[config.mk]
export PLATFORM = sky130hd
export DESIGN_NAME = qsl_isqrt
export DESIGN_NICKNAME = d
export VERILOG_FILES = /design/src/design/assert_macros.svh /design/src/design/qsl_pkg.sv /design/src/design/qsl_isqrt.sv
export SDC_FILE = /design/constraint.sdc
export NUM_CORES = 2
export LEC_CHECK = 0
export BUFFER_PORTS_ARGS = -buffer_cell sky130_fd_sc_hd__buf_2
export CORE_UTILIZATION = 55
export DETAILED_ROUTE_END_ITERATION = 10
export GPL_ROUTABILITY_DRIVEN = 0
export PLACE_DENSITY = 0.72
export RECOVER_POWER = 100
export SLEW_MARGIN = 15
export SYNTH_ARGS = -nofsm -noshare
export SYNTH_HDL_FRONTEND = slang
export SYNTH_SLANG_ARGS = --single-unit
[constraint.sdc]
create_clock -name clk -period 4.6 [get_ports clk]
set_input_delay 0.23 -clock clk [delete_from_list [all_inputs] [get_ports clk]]
set_output_delay 0.23 -clock clk [all_outputs]
set_load 0.01 [all_outputs]
[src/design/assert_macros.svh]
// Assertion macros shared by the slerp RTL.
// Needs a clock named clk and an active-low reset named rst_n in scope.
`ifndef ASSERT_MACROS_SVH
`define ASSERT_MACROS_SVH

// property must hold at every edge out of reset
`define QSL_ASSERT(name, prop, msg) \
    name: assert property (@(posedge clk) disable iff (!rst_n) prop) else $error(msg);

// condition must never be seen out of reset
`define QSL_NEVER(name, cond, msg) \
    name: assert property (@(posedge clk) disable iff (!rst_n) !(cond)) else $error(msg);

`endif

[src/design/qsl_pkg.sv]
// Shared constants, types and the arctangent table for the slerp pipeline.
// No dependencies.
package qsl_pkg;

    localparam int ANG_W   = 34;
    localparam int TAB_LEN = 24;
    localparam int SQ_IN_W = 61;
    localparam int SQ_W    = 31;
    localparam int ONE_Q30  = 1073741824;
    localparam int NEAR_EPS = 1074;
    localparam logic signed [15:0] T_ONE = 16'sd16384;
    localparam logic [31:0] DIV_K_REM0 = 32'h1000_0000;

    localparam logic [1:0] PATH_SPH  = 2'd0;
    localparam logic [1:0] PATH_LIN  = 2'd1;
    localparam logic [1:0] PATH_END  = 2'd2;
    localparam logic [1:0] PATH_NONE = 2'd3;

    typedef struct packed {
        logic en;
        logic vld;
    } stg_ctl_t;

    // atan(2^-i) in Q.30 radians
    function automatic logic signed [ANG_W-1:0] atan_q30(input int unsigned idx);
        logic signed [ANG_W-1:0] r;
        case (idx)
            0:  r = 34'sh0_3243F6A8;
            1:  r = 34'sh0_1DAC6705;
            2:  r = 34'sh0_0FADBAFC;
            3:  r = 34'sh0_07F56EA6;
            4:  r = 34'sh0_03FEAB76;
            5:  r = 34'sh0_01FFD55B;
            6:  r = 34'sh0_00FFFAAA;
            7:  r = 34'sh0_007FFF55;
            8:  r = 34'sh0_003FFFEA;
            9:  r = 34'sh0_001FFFFD;
            10: r = 34'sh0_000FFFFF;
            11: r = 34'sh0_0007FFFF;
            12: r = 34'sh0_0003FFFF;
            13: r = 34'sh0_0001FFFF;
            14: r = 34'sh0_0000FFFF;
            15: r = 34'sh0_00007FFF;
            16: r = 34'sh0_00003FFF;
            17: r = 34'sh0_00001FFF;
            18: r = 34'sh0_00000FFF;
            19: r = 34'sh0_000007FF;
            20: r = 34'sh0_000003FF;
            21: r = 34'sh0_000001FF;
            22: r = 34'sh0_000000FF;
            23: r = 34'sh0_0000007F;
            default: r = '0;
        endcase
        return r;
    endfunction

endpackage

[src/design/qsl_isqrt.sv]
// Pipelined integer square root, one result bit per stage, word carried alongside.
// Depends on qsl_pkg.
module qsl_isqrt import qsl_pkg::*; #(
    parameter int SW = 1
) (
    input  logic               clk,
    input  logic               rst_n,
    input  stg_ctl_t           ctl,
    input  logic [SQ_IN_W-1:0] v_in,
    input  logic [SW-1:0]      side_in,
    output logic               out_valid,
    output logic [SQ_W-1:0]    root,
    output logic [SW-1:0]      side_out
);

    logic               vld_reg  [SQ_W];
    logic [SQ_IN_W-1:0] rem_reg  [SQ_W];
    logic [SQ_W-1:0]    root_reg [SQ_W];
    logic [SW-1:0]      side_reg [SQ_W];

    for (genvar g = 0; g < SQ_W; g++) begin : g_stage
        localparam int BIT = SQ_W - 1 - g;
        logic               vi;
        logic [SQ_IN_W-1:0] remi;
        logic [SQ_W-1:0]    rooti;
        logic [SW-1:0]      si;
        logic [SQ_IN_W+1:0] trial;
        logic [SQ_IN_W-1:0] rem_next;
        logic [SQ_W-1:0]    root_next;

        if (g == 0) begin : g_first
            assign vi    = ctl.vld;
            assign remi  = v_in;
            assign rooti = '0;
            assign si    = side_in;
        end else begin : g_rest
            assign vi    = vld_reg[g-1];
            assign remi  = rem_reg[g-1];
            assign rooti = root_reg[g-1];
            assign si    = side_reg[g-1];
        end

        always_comb
        begin
            trial = ((SQ_IN_W+2)'(rooti) << (BIT + 1)) | ((SQ_IN_W+2)'(1) << (2 * BIT));
            if ({2'b00, remi} >= trial)
            begin
                rem_next  = remi - trial[SQ_IN_W-1:0];
                root_next = rooti | (SQ_W'(1) << BIT);
            end
            else
            begin
                rem_next  = remi;
                root_next = rooti;
            end
        end

        always_ff @(posedge clk or negedge rst_n)
        begin
            if (!rst_n)
                vld_reg[g] <= 1'b0;
            else if (ctl.en)
                vld_reg[g] <= vi;
        end

        always_ff @(posedge clk)
        begin
            if (ctl.en)
            begin
                rem_reg[g]  <= rem_next;
                root_reg[g] <= root_next;
                side_reg[g] <= si;
            end
        end
    end

    assign out_valid = vld_reg[SQ_W-1];
    assign root      = root_reg[SQ_W-1];
    assign side_out  = side_reg[SQ_W-1];

endmodule

==> results.md <==
* Clock latency on the worst-skew pair at 0.91 ns
* CTS tree: built
* Path depth of the worst reg2reg path at 10
* Comb pwr share at 21.9%
* CTS Root Cell: clkbuf_16
* Input/output buffers at 98
* Synth cell count leaders: edfxtp_1, inv_1, nor2_1
* Netlist Area Pre-Place at roughly 110000 sq um
* PD cells at about 500 nW/um^2
* Die width at about 460 um
* Total power after layout at approximately 63 mW
* Switch share at just under 30%
* Number of synthesized register bits at 2388
* Clock sinks at 2388
* WL per Instance at approximately 21 um
* Fmax at approximately 0.22 GHz
* Number of flip-flops in the largest register at around 1800
* Synth cell types at about 100
* Number of buffers created by CTS at 233
* Largest net degree at the start of global routing at 188
* Starting Density at a little under three fifths
* Worst R2R Start: rem_reg[26][34]$_DFFE_PP_
* Total GRT Usage at 23.96%
* Final Setup Violations at 0
* Flop-to-flop setup slack at roughly 0.028 ns
* Fillers at roughly 15000
* Antenna viol nets, final at 0
* Final period util at between 90% and 100%
* Slew Viols, Final at ~1200
* Crit end category: register
* Startpoint types: register
* WP data arrival at between 5 and 6 ns
* Via density at ~6.0
* Max-Cap Viols at 12
* HPWL after detailed placement at 184.5 mm
* Final hold violations at 0
* RSZ-0062 raised after global routing: no
* Tightest Pin Transition at approximately 2.5 ns
* Setup slack after layout at approximately 0.028 ns
* Area Growth Syn to Fin at 11.04%
* Synth Instances at approximately 8900
* Failing checks: capacitance limit, slew limit
* # H-tree levels at 4
* Leak at ~47 nW
* Final #Nets at 9866
* Synth warnings at 0
* Net Sw Power at 18.69 mW
* Worst supply voltage drop on vdd at approximately 460 uV
* Critical path peak fanout at 12
* Row count at around 170
* Post-synth top area cell: edfxtp_1
* Post-synthesis sequential area ratio at between 60 and 70%
* Post-synth top area share at between 60% and 70%
* First-pass GRT wire length at 393.3 mm
* Num ports at 99
* Relative slew slack at -64.89%
* Sequential power share at 47.9%
* Post-synth EDFFs at 2357
* Final min period at 4.572 ns
* Worst R2R End: rem_reg[27][49]$_DFFE_PP_
* Clk_skew at around 0.11 ns
* DRT Wirelength at between 200 and 300 mm
* Syn nets at 9513
* Vias in the first global route at 70930
* Most common cell in the synthesized netlist: edfxtp_1
* Critical Path Source: rem_reg[26][34]$_DFFE_PP_
* Post-synthesis area per instance at around 13 sq um
* Clock-pin slew on the worst setup and hold paths at around 0.06 ns
* GRT Residual Overflow at 0
* Postcts setup bufs at 0
* Synth area leaders: edfxtp_1, ha_1, xnor2_1, xor2_1, a21oi_1
* Drt pass-1 iters at 6
* Layout cell share with drive strength beyond 1 at 6.667%
* Die area at roughly 210000 sq um
* Core area at ~200000 sq um
* Via count at 72850
* Main synth FF type: edfxtp_1
* Tightest Hold Check Type: in2reg
* Clock Path Buffers at 3
* CP Class: reg2reg
* Status: finished, violations left
* CP endpoint: rem_reg[27][49]$_DFFE_PP_
* Worst slack, placed at -0.2942 ns
* Util after Layout at a little over 60%
* DRC at 0
* FFs w/ async S/R, synth at between 1 and 1.5%
* Die height at about 460 um
* Required @ worst endpoint at around 5.3 ns
* Initial antenna violation count at 6
* Internal power at 44.34 mW
* Initial drt markers at between 7000 and 8000
* Clock share of power at between 30% and 40%
## cell usage in the layout, fill, tap and decap left out, types with 56 or more instances in the layout
| master | instances |
|---|---|
| nor3_1 | 236 |
| xor2_1 | 359 |
| or3_1 | 100 |
| nand3_1 | 156 |
| inv_1 | 650 |
| nor2b_1 | 68 |
| nand2b_1 | 110 |
| xnor2_1 | 427 |
| or4_1 | 68 |
| nor2_1 | 589 |
| clkbuf_1 | 117 |
| ha_1 | 523 |
| mux2_2 | 103 |
| buf_2 | 56 |
| o21ai_0 | 352 |
| a21o_1 | 203 |
| nand4_1 | 147 |
| a21oi_1 | 588 |
| nand2_1 | 508 |
| nor4_1 | 312 |
| clkbuf_16 | 233 |
| dlygate4sd3_1 | 128 |
| o21a_1 | 98 |
| edfxtp_1 | 2357 |
## power groups by stage
stage               sequential [mW]  clock [mW]  combinational (mW)
global route                   30.5        20.2                15.1
detailed placement             30.6           0                13.4
finish                         30.2        19.1                13.8
global placement               30.5           0                13.1
floorplan                      29.4           0                10.3
CTS                            30.1        19.4                13.7
## cell type report
cell class / instances / area, sq um / area share (%)
inverter: 652 / 2451 / 1.945
timing repair buffer: 310 / 2178 / 1.728
clock inverter: 163 / 1757 / 1.394
antenna: 5 / 12.51 / 0.009927
sequential: 2388 / 71550 / 56.77
clock buffer: 275 / 5988 / 4.751
multi-input combinational: 5692 / 38730 / 30.73
tap: 2688 / 3363 / 2.668
## per-stage QoR
stage / hold slack [ns] / instance area [sq um] / std cells / setup TNS [ns]
CTS: 0.03796 / 126500 / 12170 / 0
finish: 0.1071 / 126000 / 12170 / 0
floorplan: -0.06559 / 113500 / 8924 / 0
global route: 0.08954 / 126000 / 12170 / 0
detailed placement: 0.2949 / 117500 / 11600 / -4.406
global placement: 0.2834 / 117500 / 11600 / -2.920
## how the worst min path moves through the flow
stage               cells after the start  startpoint                          to  slack (ns)
floorplan                               0       rst_n  g_stage[10].vi$_DFFE_PN0P_       -0.07
global placement                        1       rst_n   g_stage[1].vi$_DFFE_PN0P_        0.28
detailed placement                      1       rst_n   g_stage[1].vi$_DFFE_PN0P_        0.29
CTS                                     3      ctl[0]   g_stage[1].vi$_DFFE_PN0P_        0.04
global route                            3      ctl[0]   g_stage[1].vi$_DFFE_PN0P_        0.09
finish                                  3      ctl[0]   g_stage[1].vi$_DFFE_PN0P_        0.11
## worst max-delay path: stages, from the launching register on
cell and delay [ns]:
edfxtp_1 0.42, ha_1 0.51, nand2_1 0.19, nor4b_2 0.66, nand4_1 0.16, nor3_1 0.62, a211o_1 0.42, nand2_1 0.13
nor3_1 0.75, nand4b_1 0.25, xnor2_1 0.18
## metal layers
metal | global-route usage, % | routed length, um | up-vias
li1 | - | - | 34190
met1 | 31.01 | 104300 | 35570
met2 | 41.90 | 128400 | 2560
met3 | 3.264 | 15090 | 529
met4 | 7.095 | 7153 | 0
met5 | 0 | 0 | -
## cells by family after synthesis
group,after synthesis,synth area share (%)
other,1,0.003304
AOI/OAI and AO/OA,1655,9.042
adders and majority gates,523,5.765
DFF,2388,63.04
and+or+nand+nor,2594,11.95
xor gates and xnor gates,786,6.065
buffers and inverters,845,2.831
muxes,132,1.300
## repair_timing
action                                  CTS  global route
endpoints found under the setup margin   24            23
gates resized for setup                   1             2
pin swaps                                 0             1
cloned                                    0             1
hold buffers                            129             0
hold endpoints to repair                143             0
Power figures use the tool's default switching activity.
